--- config.mk ---
export PLATFORM = sky130hd
export DESIGN_NAME = firmware_image_header_crc_verify_unit_flat
export DESIGN_NICKNAME = d
export VERILOG_FILES = /design/src/sv/fihcv_pkg.sv /design/src/sv/fihcv_if.sv /design/src/sv/fihcv_front.sv /design/src/sv/fihcv_queue.sv /design/src/sv/fihcv_back.sv /design/src/sv/firmware_image_header_crc_verify_unit.sv /design/src/flat_wrapper.sv
export SDC_FILE = /design/constraint.sdc
export NUM_CORES = 1
export LEC_CHECK = 0
export CORE_MARGIN = 2
export CORE_UTILIZATION = 50
export CTS_CLUSTER_DIAMETER = 100
export DETAILED_ROUTE_END_ITERATION = 8
export DONT_BUFFER_PORTS = 1
export HOLD_SLACK_MARGIN = 0.15
export PLACE_DENSITY_LB_ADDON = 0.05
export RECOVER_POWER = 25
export SYNTH_ARGS = -nofsm -noshare
export SYNTH_HDL_FRONTEND = slang
export SYNTH_SLANG_ARGS = --single-unit
--- constraint.sdc ---
create_clock -name clk -period 6.4 [get_ports clk]
set_input_delay 0.96 -clock clk [delete_from_list [all_inputs] [get_ports clk]]
set_output_delay 0.96 -clock clk [all_outputs]
set_load 0.01 [all_outputs]
--- src/sv/fihcv_pkg.sv ---
// Package: constants, types and the CRC step for the image header check.
`timescale 1ns / 1ps
package fihcv_pkg;

  localparam int HEADER_BYTES = 19;
  localparam int HDR_IDX_W    = 5;
  localparam logic [HDR_IDX_W-1:0] HDR_LAST     = HDR_IDX_W'(HEADER_BYTES - 1);
  localparam logic [HDR_IDX_W-1:0] HDR_IDX_TYPE = HDR_IDX_W'(2);
  localparam logic [HDR_IDX_W-1:0] HDR_IDX_LEN0 = HDR_IDX_W'(3);
  localparam logic [HDR_IDX_W-1:0] HDR_IDX_LEN3 = HDR_IDX_W'(6);

  localparam logic [15:0] CRC_INIT = 16'hFFFF;

  localparam int QUEUE_DEPTH = 2;
  localparam int QUEUE_PTR_W = $clog2(QUEUE_DEPTH);

  typedef enum logic [1:0] {
    EMIT_NONE  = 2'd0,
    EMIT_TYPE  = 2'd1,
    EMIT_FINAL = 2'd2
  } emit_t;

  typedef enum logic [1:0] {
    REASON_OK   = 2'd0,
    REASON_TYPE = 2'd1,
    REASON_CRC  = 2'd2
  } reason_t;

  typedef struct packed {
    logic [7:0]  data;
    logic        crc_en;
    logic        crc_first;
    emit_t       emit;
    logic [15:0] stored_crc;
    logic [31:0] length;
  } cmd_t;

  function automatic logic [15:0] crc_byte(input logic [15:0] c, input logic [7:0] b);
    logic [7:0] x;
    x = c[15:8] ^ b;
    x = x ^ {4'h0, x[7:4]};
    return {c[7:0], 8'h00} ^ {x[3:0], 12'h000} ^ {3'b000, x, 5'b00000} ^ {8'h00, x};
  endfunction

endpackage

--- src/sv/fihcv_if.sv ---
// Interfaces: image byte channel and verdict channel.
`timescale 1ns / 1ps
interface fihcv_in_if;
  logic       valid;
  logic       ready;
  logic [7:0] image_byte;
  logic       start_of_image;
  modport source (output valid, output image_byte, output start_of_image, input ready);
  modport sink   (input valid, input image_byte, input start_of_image, output ready);
endinterface

interface fihcv_out_if;
  logic        valid;
  logic        ready;
  logic        image_valid;
  logic [1:0]  fail_reason;
  logic [31:0] payload_length;
  logic [15:0] computed_crc;
  modport source (output valid, output image_valid, output fail_reason,
                  output payload_length, output computed_crc, input ready);
  modport sink   (input valid, input image_valid, input fail_reason,
                  input payload_length, input computed_crc, output ready);
endinterface

--- src/sv/fihcv_front.sv ---
// Front end: tracks header position and payload count, issues CRC commands.
`timescale 1ns / 1ps
module fihcv_front (
  input  logic              clk,
  input  logic              rst,
  input  logic              cfg_we,
  input  logic [7:0]        cfg_data,
  input  logic              word_valid,
  output logic              word_ready,
  input  logic [7:0]        image_byte,
  input  logic              start_of_image,
  input  logic              queue_full,
  output logic              push,
  output fihcv_pkg::cmd_t   push_cmd
);

  logic [7:0]                      expected_type;
  logic [fihcv_pkg::HDR_IDX_W-1:0] header_index, header_index_next;
  logic [15:0]                     stored_crc, stored_crc_next;
  logic [31:0]                     length_field, length_field_next;
  logic [31:0]                     bytes_remaining, bytes_remaining_next;
  logic                            in_payload, in_payload_next;
  logic                            verdict_done, verdict_done_next;
  logic                            accept;
  logic                            cmd_push;

  assign word_ready = !queue_full;
  assign accept     = word_valid && word_ready;
  assign push       = accept && cmd_push;

  always_comb begin
    header_index_next    = header_index;
    stored_crc_next      = stored_crc;
    length_field_next    = length_field;
    bytes_remaining_next = bytes_remaining;
    in_payload_next      = in_payload;
    verdict_done_next    = verdict_done;
    cmd_push             = 1'b0;
    push_cmd.data        = image_byte;
    push_cmd.crc_en      = 1'b0;
    push_cmd.crc_first   = 1'b0;
    push_cmd.emit        = fihcv_pkg::EMIT_NONE;
    push_cmd.stored_crc  = 16'h0000;
    push_cmd.length      = 32'h0000_0000;
    if (start_of_image) begin
      header_index_next    = '0;
      stored_crc_next      = 16'h0000;
      length_field_next    = 32'h0000_0000;
      bytes_remaining_next = 32'h0000_0000;
      in_payload_next      = 1'b0;
      verdict_done_next    = 1'b0;
    end
    if (!verdict_done_next) begin
      if (in_payload_next) begin
        cmd_push             = 1'b1;
        push_cmd.crc_en      = 1'b1;
        bytes_remaining_next = bytes_remaining_next - 32'd1;
        if (bytes_remaining_next == 32'h0000_0000) begin
          push_cmd.emit       = fihcv_pkg::EMIT_FINAL;
          push_cmd.stored_crc = stored_crc_next;
          push_cmd.length     = length_field_next;
          verdict_done_next   = 1'b1;
          in_payload_next     = 1'b0;
        end
      end else if (header_index_next < fihcv_pkg::HDR_IDX_TYPE) begin
        stored_crc_next = {stored_crc_next[7:0], image_byte};
        if (header_index_next >= fihcv_pkg::HDR_LAST) begin
          cmd_push = 1'b1;
          if (length_field_next == 32'h0000_0000) begin
            push_cmd.emit       = fihcv_pkg::EMIT_FINAL;
            push_cmd.stored_crc = stored_crc_next;
            push_cmd.length     = length_field_next;
            verdict_done_next   = 1'b1;
          end else begin
            bytes_remaining_next = length_field_next;
            in_payload_next      = 1'b1;
          end
        end else begin
          header_index_next = header_index_next + 1'b1;
        end
      end else if (header_index_next == fihcv_pkg::HDR_IDX_TYPE &&
                   image_byte != expected_type) begin
        cmd_push          = 1'b1;
        push_cmd.emit     = fihcv_pkg::EMIT_TYPE;
        verdict_done_next = 1'b1;
        in_payload_next   = 1'b0;
      end else begin
        if (header_index_next >= fihcv_pkg::HDR_IDX_LEN0 &&
            header_index_next <= fihcv_pkg::HDR_IDX_LEN3) begin
          length_field_next = {length_field_next[23:0], image_byte};
        end
        cmd_push           = 1'b1;
        push_cmd.crc_en    = 1'b1;
        push_cmd.crc_first = (header_index_next == fihcv_pkg::HDR_IDX_TYPE);
        if (header_index_next >= fihcv_pkg::HDR_LAST) begin
          if (length_field_next == 32'h0000_0000) begin
            push_cmd.emit       = fihcv_pkg::EMIT_FINAL;
            push_cmd.stored_crc = stored_crc_next;
            push_cmd.length     = length_field_next;
            verdict_done_next   = 1'b1;
          end else begin
            bytes_remaining_next = length_field_next;
            in_payload_next      = 1'b1;
          end
        end else begin
          header_index_next = header_index_next + 1'b1;
        end
      end
    end
  end

  always_ff @(posedge clk) begin
    if (rst) begin
      expected_type   <= 8'h00;
      header_index    <= '0;
      stored_crc      <= 16'h0000;
      length_field    <= 32'h0000_0000;
      bytes_remaining <= 32'h0000_0000;
      in_payload      <= 1'b0;
      verdict_done    <= 1'b1;
    end else begin
      if (cfg_we) begin
        expected_type <= cfg_data;
      end
      if (accept) begin
        header_index    <= header_index_next;
        stored_crc      <= stored_crc_next;
        length_field    <= length_field_next;
        bytes_remaining <= bytes_remaining_next;
        in_payload      <= in_payload_next;
        verdict_done    <= verdict_done_next;
      end
    end
  end

endmodule

--- src/sv/fihcv_queue.sv ---
// Command queue between front end and CRC back end.
`timescale 1ns / 1ps
module fihcv_queue (
  input  logic            clk,
  input  logic            rst,
  input  logic            push,
  input  fihcv_pkg::cmd_t push_cmd,
  output logic            full,
  input  logic            pop,
  output fihcv_pkg::cmd_t pop_cmd,
  output logic            empty
);

  fihcv_pkg::cmd_t                 entries [fihcv_pkg::QUEUE_DEPTH];
  logic [fihcv_pkg::QUEUE_PTR_W-1:0] wr_ptr;
  logic [fihcv_pkg::QUEUE_PTR_W-1:0] rd_ptr;
  logic [fihcv_pkg::QUEUE_PTR_W:0]   count;

  assign full    = (count == (fihcv_pkg::QUEUE_PTR_W+1)'(fihcv_pkg::QUEUE_DEPTH));
  assign empty   = (count == '0);
  assign pop_cmd = entries[rd_ptr];

  always_ff @(posedge clk) begin
    if (push) begin
      entries[wr_ptr] <= push_cmd;
    end
  end

  always_ff @(posedge clk) begin
    if (rst) begin
      wr_ptr <= '0;
      rd_ptr <= '0;
      count  <= '0;
    end else begin
      if (push) begin
        wr_ptr <= wr_ptr + 1'b1;
      end
      if (pop) begin
        rd_ptr <= rd_ptr + 1'b1;
      end
      case ({push, pop})
        2'b10:   count <= count + 1'b1;
        2'b01:   count <= count - 1'b1;
        default: count <= count;
      endcase
    end
  end

endmodule

--- src/sv/fihcv_back.sv ---
// Back end: runs the CRC over queued bytes and registers the verdict.
`timescale 1ns / 1ps
module fihcv_back (
  input  logic             clk,
  input  logic             rst,
  input  logic             queue_empty,
  input  fihcv_pkg::cmd_t  cmd,
  output logic             pop,
  fihcv_out_if.source      verdict_out
);

  logic [15:0] crc_value;
  logic [15:0] crc_base;
  logic [15:0] crc_new;
  logic        out_free;

  assign out_free = !verdict_out.valid || verdict_out.ready;
  assign pop      = !queue_empty && out_free;
  assign crc_base = cmd.crc_first ? fihcv_pkg::CRC_INIT : crc_value;
  assign crc_new  = cmd.crc_en ? fihcv_pkg::crc_byte(crc_base, cmd.data) : crc_base;

  always_ff @(posedge clk) begin
    if (rst) begin
      crc_value         <= fihcv_pkg::CRC_INIT;
      verdict_out.valid <= 1'b0;
    end else begin
      if (pop && cmd.emit != fihcv_pkg::EMIT_NONE) begin
        verdict_out.valid <= 1'b1;
      end else if (verdict_out.ready) begin
        verdict_out.valid <= 1'b0;
      end
      if (pop) begin
        crc_value <= crc_new;
      end
    end
  end

  always_ff @(posedge clk) begin
    if (pop) begin
      case (cmd.emit)
        fihcv_pkg::EMIT_TYPE: begin
          verdict_out.image_valid    <= 1'b0;
          verdict_out.fail_reason    <= fihcv_pkg::REASON_TYPE;
          verdict_out.payload_length <= 32'h0000_0000;
          verdict_out.computed_crc   <= 16'h0000;
        end
        fihcv_pkg::EMIT_FINAL: begin
          verdict_out.image_valid    <= (crc_new == cmd.stored_crc);
          verdict_out.fail_reason    <= (crc_new == cmd.stored_crc) ?
                                        fihcv_pkg::REASON_OK : fihcv_pkg::REASON_CRC;
          verdict_out.payload_length <= cmd.length;
          verdict_out.computed_crc   <= crc_new;
        end
        default: begin
        end
      endcase
    end
  end

endmodule

--- src/sv/firmware_image_header_crc_verify_unit.sv ---
// Top level: firmware image header check with CRC-16/CCITT-FALSE.
//
//   channel      dir  handshake       payload
//   image_in     in   valid/ready     image_byte[7:0], start_of_image
//   verdict_out  out  valid/ready     image_valid, fail_reason[1:0],
//                                     payload_length[31:0], computed_crc[15:0]
//   cfg          in   cfg_we          cfg_data[7:0] (expected image type)
//
// One byte per cycle; the CRC byte step in the back end sets the rate.
// The byte that ends the check writes its command into the queue; the back end registers the verdict when it pops it.
// rst clears all control state; the block then ignores bytes until a start.
// While a verdict waits, the back holds and a two-entry command queue takes up to
// two more bytes before the input stalls.
`timescale 1ns / 1ps
module firmware_image_header_crc_verify_unit (
  input  logic        clk,
  input  logic        rst,
  input  logic        cfg_we,
  input  logic [7:0]  cfg_data,
  fihcv_in_if.sink    image_in,
  fihcv_out_if.source verdict_out
);

  fihcv_pkg::cmd_t push_cmd;
  fihcv_pkg::cmd_t pop_cmd;
  logic            push;
  logic            pop;
  logic            queue_full;
  logic            queue_empty;

  fihcv_front u_front (
    .clk            (clk),
    .rst            (rst),
    .cfg_we         (cfg_we),
    .cfg_data       (cfg_data),
    .word_valid     (image_in.valid),
    .word_ready     (image_in.ready),
    .image_byte     (image_in.image_byte),
    .start_of_image (image_in.start_of_image),
    .queue_full     (queue_full),
    .push           (push),
    .push_cmd       (push_cmd)
  );

  fihcv_queue u_queue (
    .clk      (clk),
    .rst      (rst),
    .push     (push),
    .push_cmd (push_cmd),
    .full     (queue_full),
    .pop      (pop),
    .pop_cmd  (pop_cmd),
    .empty    (queue_empty)
  );

  fihcv_back u_back (
    .clk         (clk),
    .rst         (rst),
    .queue_empty (queue_empty),
    .cmd         (pop_cmd),
    .pop         (pop),
    .verdict_out (verdict_out)
  );

endmodule

--- src/flat_wrapper.sv ---
// flat-port wrapper written by rule: the top's interface ports become plain ports
module firmware_image_header_crc_verify_unit_flat 
  (clk, rst, cfg_we, cfg_data, image_in_valid, image_in_image_byte, image_in_start_of_image, image_in_ready, verdict_out_valid, verdict_out_image_valid, verdict_out_fail_reason, verdict_out_payload_length, verdict_out_computed_crc, verdict_out_ready);
  fihcv_in_if image_in_i ();
  fihcv_out_if verdict_out_i ();
  input  logic clk;
  input  logic rst;
  input  logic cfg_we;
  input  logic [7:0] cfg_data;
  input wire logic [$bits(image_in_i.valid)-1:0] image_in_valid;
  input wire logic [$bits(image_in_i.image_byte)-1:0] image_in_image_byte;
  input wire logic [$bits(image_in_i.start_of_image)-1:0] image_in_start_of_image;
  output wire logic [$bits(image_in_i.ready)-1:0] image_in_ready;
  output wire logic [$bits(verdict_out_i.valid)-1:0] verdict_out_valid;
  output wire logic [$bits(verdict_out_i.image_valid)-1:0] verdict_out_image_valid;
  output wire logic [$bits(verdict_out_i.fail_reason)-1:0] verdict_out_fail_reason;
  output wire logic [$bits(verdict_out_i.payload_length)-1:0] verdict_out_payload_length;
  output wire logic [$bits(verdict_out_i.computed_crc)-1:0] verdict_out_computed_crc;
  input wire logic [$bits(verdict_out_i.ready)-1:0] verdict_out_ready;
  assign image_in_i.valid = image_in_valid;
  assign image_in_i.image_byte = image_in_image_byte;
  assign image_in_i.start_of_image = image_in_start_of_image;
  assign image_in_ready = image_in_i.ready;
  assign verdict_out_valid = verdict_out_i.valid;
  assign verdict_out_image_valid = verdict_out_i.image_valid;
  assign verdict_out_fail_reason = verdict_out_i.fail_reason;
  assign verdict_out_payload_length = verdict_out_i.payload_length;
  assign verdict_out_computed_crc = verdict_out_i.computed_crc;
  assign verdict_out_i.ready = verdict_out_ready;
  firmware_image_header_crc_verify_unit u_core (.clk(clk), .rst(rst), .cfg_we(cfg_we), .cfg_data(cfg_data), .image_in(image_in_i), .verdict_out(verdict_out_i));
endmodule
After elaboration in Yosys (flattened, before gate mapping)
Memory sizes are Yosys's and may differ from the RTL's. A register that Yosys moved wholly into a read port is not among the register bits.
Cells that the tools add are included.

cells by class
  equal/unequal tests = 8
  muxes and demuxes = 81
  order comparisons = 4
  $add $sub $neg = 6
  reductions and logical operators = 19
  bitwise logic cells = 5

operator list
  kind                     number
  $mux W32                 19
  $mux W50                 7
  $logic_not A32 Y1        3
  $mux W16                 6
  $pmux W32 S2             1
  $mux W52                 1
  $mux W48                 1
  $mux W1                  32
  $pmux W16 S2             1
  $sub A32 B1 Y32 const B  1
  $mux W5                  6
  $eq A16 B16 Y1           1
  $xor A16 B13 Y16         1
  $xor A16 B16 Y16         1
  $xor A16 B8 Y16          1
  $mux W2                  4
  $ne A8 B8 Y1             1
  $pmux W2 S2              2
  $reduce_bool A2 Y1       4
  $xor A8 B4 Y8            1
  $xor A8 B8 Y8            1
  $eq A2 B2 Y1 const B     3
  $logic_and A1 B1 Y1      6
  $add A5 B1 Y5 const B    1
  14 further kinds         18

storage, ports and cells
  register bits after elaboration = 167
  memories = 1
  input bits = 22
  bits in writable memories = 120

memory list
  memory                  words  width  rd ports  clocked after memory_dff  write ports  RTL line           RTL
  u_core.u_queue.entries  2      60     1         1                         1            fihcv_queue.sv:14  fihcv_pkg::cmd_t entries [fihcv_pkg::QUEUE_DEPTH];

Logic depth before layout (Yosys ltp)
  depth in word-level cells = 15
  gate-level depth with buffers = 17
  mapped depth without buffers = 13

Modules after synthesis
A second synthesis with hierarchy kept.

second synthesis, totals
  cell total of the unflattened synthesis = 1419
  area, all modules = 14722.9 um^2

by module, submodules not included
  module       instances  sequential area each (um^2)  area each (um^2)  cells an instance
  fihcv_front  1          1901.8                       6302.3            833
  fihcv_queue  1          3703.6                       4518.1            209
  fihcv_back   1          1871.8                       3902.5            377

Worst setup path before layout
No wires, ideal clock.

  path type = input port to flip-flop
  from = in image_in_start_of_image
  to = mem u_core.u_queue.entries[0][0] (netlist bit), enable pin
  arrival = 4.550 ns
  library setup time = 0.478 ns
  path slack = 1.372 ns
  buffers on the path = 3
  stages = 7
  path through = buf_2 buf_2 nor2b_1 nor2_1 clkbuf_1 o21ai_0 nor2_1

between the ends
  longest elaborated chain between the ends = 9
  elaborated cells between the ends (all ways) = 12

ends and longest elaborated chain
  item                               RTL line            RTL
  start, declared                    flat_wrapper.sv:12  input wire logic [$bits(image_in_i.start_of_image)-1:0] image_in_start_of_image;
  $mux W5                            fihcv_front.sv:45   if (start_of_image) begin
  $ge A5 B5 Y1                       fihcv_front.sv:67   if (header_index_next >= fihcv_pkg::HDR_LAST) begin
  $mux W1                            fihcv_front.sv:67
  $mux W1                            fihcv_front.sv:65   end else if (header_index_next < fihcv_pkg::HDR_IDX_TYPE) begin
  $mux W1                            fihcv_front.sv:54   if (in_payload_next) begin
  $mux W1 (*)                        fihcv_front.sv:53   if (!verdict_done_next) begin
  $logic_and A1 B1 Y1 (*)            fihcv_front.sv:29   assign push = accept && cmd_push;
  $mux W1 (*)                        fihcv_queue.sv:24   if (push) begin
  $mux W1 (not written as such) (*)  fihcv_queue.sv:25   entries[wr_ptr] <= push_cmd;
  end, declared                      fihcv_queue.sv:14

Every way passes the cells marked *; elsewhere a longest branch is shown, timed or not.

==> metrics.log <==
INFO  metric post-synth-top-area-fraction = a little over a third
INFO  metric run_status = finished with violations
INFO  metric grt_max_degree = 92
INFO  metric setup_viol = 0
INFO  metric fp-row-count = 61
INFO  metric finClkSkew = roughly 0.017 ns
INFO  metric power.ir.vdd_worst = ~220 uV
INFO  metric hold_ws = approximately 0.44 ns
INFO  metric violated_checks = max-capacitance violations, max-slew violations
INFO  metric cp_max_fo = 57
INFO  metric remaining_drc_errors = 0
INFO  metric wl_per_cell = approximately 21 um
INFO  metric finish.utilization = a little under three fifths
INFO  metric leading_cell_type_by_number_of_instances_after_synthesis = sky130_fd_sc_hd__edfxtp_1
INFO  metric cts_hold_buffers = 0
INFO  metric netlist_top_cells_count = sky130_fd_sc_hd__edfxtp_1 (171), sky130_fd_sc_hd__nor2_1 (170), sky130_fd_sc_hd__dfxtp_1 (117), sky130_fd_sc_hd__nand2_1 (103), sky130_fd_sc_hd__mux2i_1 (90)
INFO  metric num_vias = around 10000
INFO  metric rsz0062_at_grt = false
INFO  metric hold_path_startpoint = u_core.u_front.stored_crc[15]$_SDFFE_PP0P_
INFO  metric static_leakage = 5.07 nW
INFO  metric ant_nets = 0
INFO  metric worst_setup_hold_path_clk_slew = ~0.060 ns
INFO  metric cap_violations = 2
INFO  metric netlist_instances = roughly 1400
INFO  metric grt_remaining_overflow = 0
INFO  metric antenna_cells = 0
INFO  metric hold_class = reg -> reg
INFO  metric global_route_wire_length_before_repair = approximately 57 mm
INFO  metric io_pins = 75
INFO  metric synth_area_leaders = sky130_fd_sc_hd__edfxtp_1 (37%), sky130_fd_sc_hd__dfxtp_1 (17%), sky130_fd_sc_hd__mux2i_1 (6.4%)
INFO  metric first_pass_iters = 6
INFO  metric cts.sinks = 288
INFO  metric tritoncts.num_buffers = 30
INFO  metric initial_core_util = between 50% and 60%
INFO  metric synth_cell_types = around 80
INFO  metric period_share = a little over two thirds
INFO  metric r2r_setup_slack = about 1.9 ns
INFO  metric ctsHtreeMaxLevel = 1
INFO  metric cellPowerDensity = 317 mW/mm^2
INFO  metric design.core.area = 0.0277 sq mm
INFO  metric relSlewSlack = -73.6%
INFO  metric number_of_nets_produced_by_synthesis = between 1000 and 1500
INFO  metric worstReg2RegEnd = u_core.u_back.verdict_out.fail_reason[1]$_SDFFCE_PN0P_
INFO  metric clock_tree.buffer_depth = 3
INFO  metric die-height = 172 um
INFO  metric ys_seq_area_share = between 50% and 60%
INFO  metric gr-usage-all-layers = between 20% and 30%
INFO  metric post-dp-hpwl = approximately 24 mm
INFO  metric primary_flip_flop_cell_chosen_by_synthesis_mapping = sky130_fd_sc_hd__edfxtp_1
INFO  metric cp-end-kind = flip-flop
INFO  metric crit_required = 6.62 ns
INFO  metric timing.final.max_slew_violations = between 90 and 100
INFO  metric cts-root-buf = sky130_fd_sc_hd__clkbuf_16
INFO  metric criticalPathCategory = reg -> reg
INFO  metric first_iter_violations = 1000
INFO  metric worstSkewPairLatency = 0.57 ns
INFO  metric yosysWarnings = 0
INFO  metric postCtsResizedCells = 0
INFO  metric via_per_inst = 6.03
INFO  metric layout_stage_area_growth_over_the_synthesis_result = 8.69%
INFO  metric io_buffers = 0
INFO  metric gpl.final_weighted_congestion = 0.917
INFO  metric synthesis.area_per_instance = about 10 sq um
INFO  metric worst-slew-pin-transition = about 2.6 ns
INFO  metric wirelength = between 30 and 40 mm
INFO  metric number_of_global_route_vias_before_repair = ~9500
INFO  metric finalCriticalPeriod = around 4.5 ns
INFO  metric number_of_synthesized_flops_with_an_enable_pin = between 150 and 200
INFO  metric grt_antenna_before_repair = 0
INFO  metric die-width = between 150 and 200 um
INFO  metric synth_area_leader_cell = sky130_fd_sc_hd__edfxtp_1
INFO  metric cts_setup_buffers = 0
INFO  metric worst_hold_path.endpoint = u_core.u_front.stored_crc[15]$_SDFFE_PP0P_
INFO  metric tritoncts_clock_tree = yes
INFO  metric finalHoldViolCount = 0
INFO  metric nets = roughly 1400
INFO  metric worstPathArrival = between 4 and 5 ns
INFO  metric clock.fmax = ~0.22 GHz
INFO  metric die-area = ~0.029 sq mm
INFO  metric number_of_synthesized_register_bits = roughly 290
INFO  metric synth_async_reset_ratio = 0%
INFO  metric category_of_the_worst_setup_path_launch_point = flip-flop
INFO  metric rr_worst_depth = 10
INFO  metric proportion_of_layout_cells_with_a_drive_suffix_above_1 = 6.55%
INFO  metric worstHoldPathCells = 2
INFO  metric syn-cell-area = roughly 0.014 sq mm
INFO  metric finalSetupTns = 0 ns
[stage by stage]
| stage | power (mW) | std cells | setup WS (ns) | cell area [sq um] |
|---|---|---|---|---|
| after floorplan | 2.93 | 1383 | 1.37 | 14100 |
| final | 4.85 | 1737 | 1.87 | 15300 |
| after CTS | 4.87 | 1737 | 2.40 | 15300 |
| after global placement | 3.12 | 1681 | 2.26 | 14300 |
| after detailed placement | 3.12 | 1681 | 2.13 | 14300 |
| after global routing | 5.06 | 1737 | 1.62 | 15300 |
[flip-flops by register name (all words and copies together) (netlist names), 2 cells and up, named ones only]
name	count
u_core.u_queue.entries	120
u_core.u_back.verdict_out.computed_crc	16
u_core.u_front.bytes_remaining	32
u_core.u_queue.count	2
u_core.u_back.crc_value	16
u_core.u_front.length_field	32
u_core.u_back.verdict_out.fail_reason	2
u_core.u_back.verdict_out.payload_length	32
u_core.u_front.stored_crc	16
u_core.u_front.expected_type	8
u_core.u_front.header_index	5
[worst max path at each step]
stage,start,end
after floorplan,image_in_start_of_image,u_core.u_queue.entries[0][0]$_DFFE_PP_
after global placement,image_in_start_of_image,u_core.u_queue.entries[0][46]$_DFFE_PP_
after detailed placement,image_in_start_of_image,u_core.u_queue.entries[0][46]$_DFFE_PP_
after CTS,flip-flop,u_core.u_back.verdict_out.fail_reason[1]$_SDFFCE_PN0P_
after global routing,flip-flop,u_core.u_back.verdict_out.fail_reason[1]$_SDFFCE_PN0P_
final,flip-flop,u_core.u_back.verdict_out.fail_reason[1]$_SDFFCE_PN0P_
[worst max-delay path, cell delays in order, from the launching register on]
cell,delay [ns]
sky130_fd_sc_hd__dfxtp_4,0.81
sky130_fd_sc_hd__mux2i_1,0.30
sky130_fd_sc_hd__clkbuf_1,0.75
sky130_fd_sc_hd__nand2_1,0.58
sky130_fd_sc_hd__o21ai_1,0.37
sky130_fd_sc_hd__o311ai_0,0.18
sky130_fd_sc_hd__a311oi_1,0.30
sky130_fd_sc_hd__a21oi_1,0.12
sky130_fd_sc_hd__nor4_1,0.40
sky130_fd_sc_hd__o211a_1,0.26
sky130_fd_sc_hd__a31oi_1,0.10
[cell type report]
type                       count  area (sq um)
timing repair buffer          16           123
multi-input combinational    977          6130
tap                          378           473
clock inverter                10           141
inverter                      22          82.6
clock buffer                  46           861
sequential                   288          7480
fill                        2418         12400
[kinds of logic (layout without fill, tap and decap cells)]
kind of cell    after synthesis  in the layout  synth area share [%]
simple gates                493            493                  17.4
compound gates              330            330                  15.2
flops                       288            288                  53.2
buf+inv                     118             94                  3.48
mux                          97             97                  6.97
xor+xnor                     50             50                  3.11
fa+ha+maj                     7              7                 0.623
[cells in the final DEF (no fill, tap or decap), types with 5 or more instances in the layout]
master,count
sky130_fd_sc_hd__nor2b_1,24
sky130_fd_sc_hd__o32ai_1,5
sky130_fd_sc_hd__clkbuf_16,30
sky130_fd_sc_hd__clkbuf_1,17
sky130_fd_sc_hd__nand2_1,103
sky130_fd_sc_hd__a2111oi_0,5
sky130_fd_sc_hd__a31oi_1,10
sky130_fd_sc_hd__a21oi_1,80
sky130_fd_sc_hd__or3_1,9
sky130_fd_sc_hd__clkbuf_8,5
sky130_fd_sc_hd__edfxtp_1,171
sky130_fd_sc_hd__o221ai_1,7
sky130_fd_sc_hd__o22ai_1,14
sky130_fd_sc_hd__mux2i_1,90
sky130_fd_sc_hd__o2111ai_1,6
sky130_fd_sc_hd__nor3_1,39
sky130_fd_sc_hd__nor4_1,23
sky130_fd_sc_hd__o211ai_1,10
sky130_fd_sc_hd__dfxtp_1,116
sky130_fd_sc_hd__a21o_1,6
sky130_fd_sc_hd__buf_4,8
sky130_fd_sc_hd__xnor2_1,22
sky130_fd_sc_hd__a22oi_1,43
sky130_fd_sc_hd__and3_1,6
sky130_fd_sc_hd__o21ai_0,79
sky130_fd_sc_hd__nor2_1,167
sky130_fd_sc_hd__and2_1,37
sky130_fd_sc_hd__inv_1,20
sky130_fd_sc_hd__a311oi_1,5
sky130_fd_sc_hd__a211oi_1,11
sky130_fd_sc_hd__nand3_1,24
sky130_fd_sc_hd__nor3b_1,9
sky130_fd_sc_hd__mux2_2,7
sky130_fd_sc_hd__ha_1,7
sky130_fd_sc_hd__nand2b_1,12
sky130_fd_sc_hd__xor2_1,28
[layer usage]
layer,global-route usage (%),wire [um],vias to the layer above
met5,0,0,-
met4,5.60,672,0
met3,3.50,2380,50
met2,34.7,14700,415
met1,39.5,18100,4996
li1,-,-,5011
[power breakdown]
| group | switching (mW) | internal (mW) |
|---|---|---|
| Clock | 0.707 | 1.05 |
| Combinational | 0.521 | 0.301 |
| Sequential | 0.159 | 2.12 |
| Total | 1.39 | 3.46 |
No activity file was read; power rests on OpenSTA's default activity.
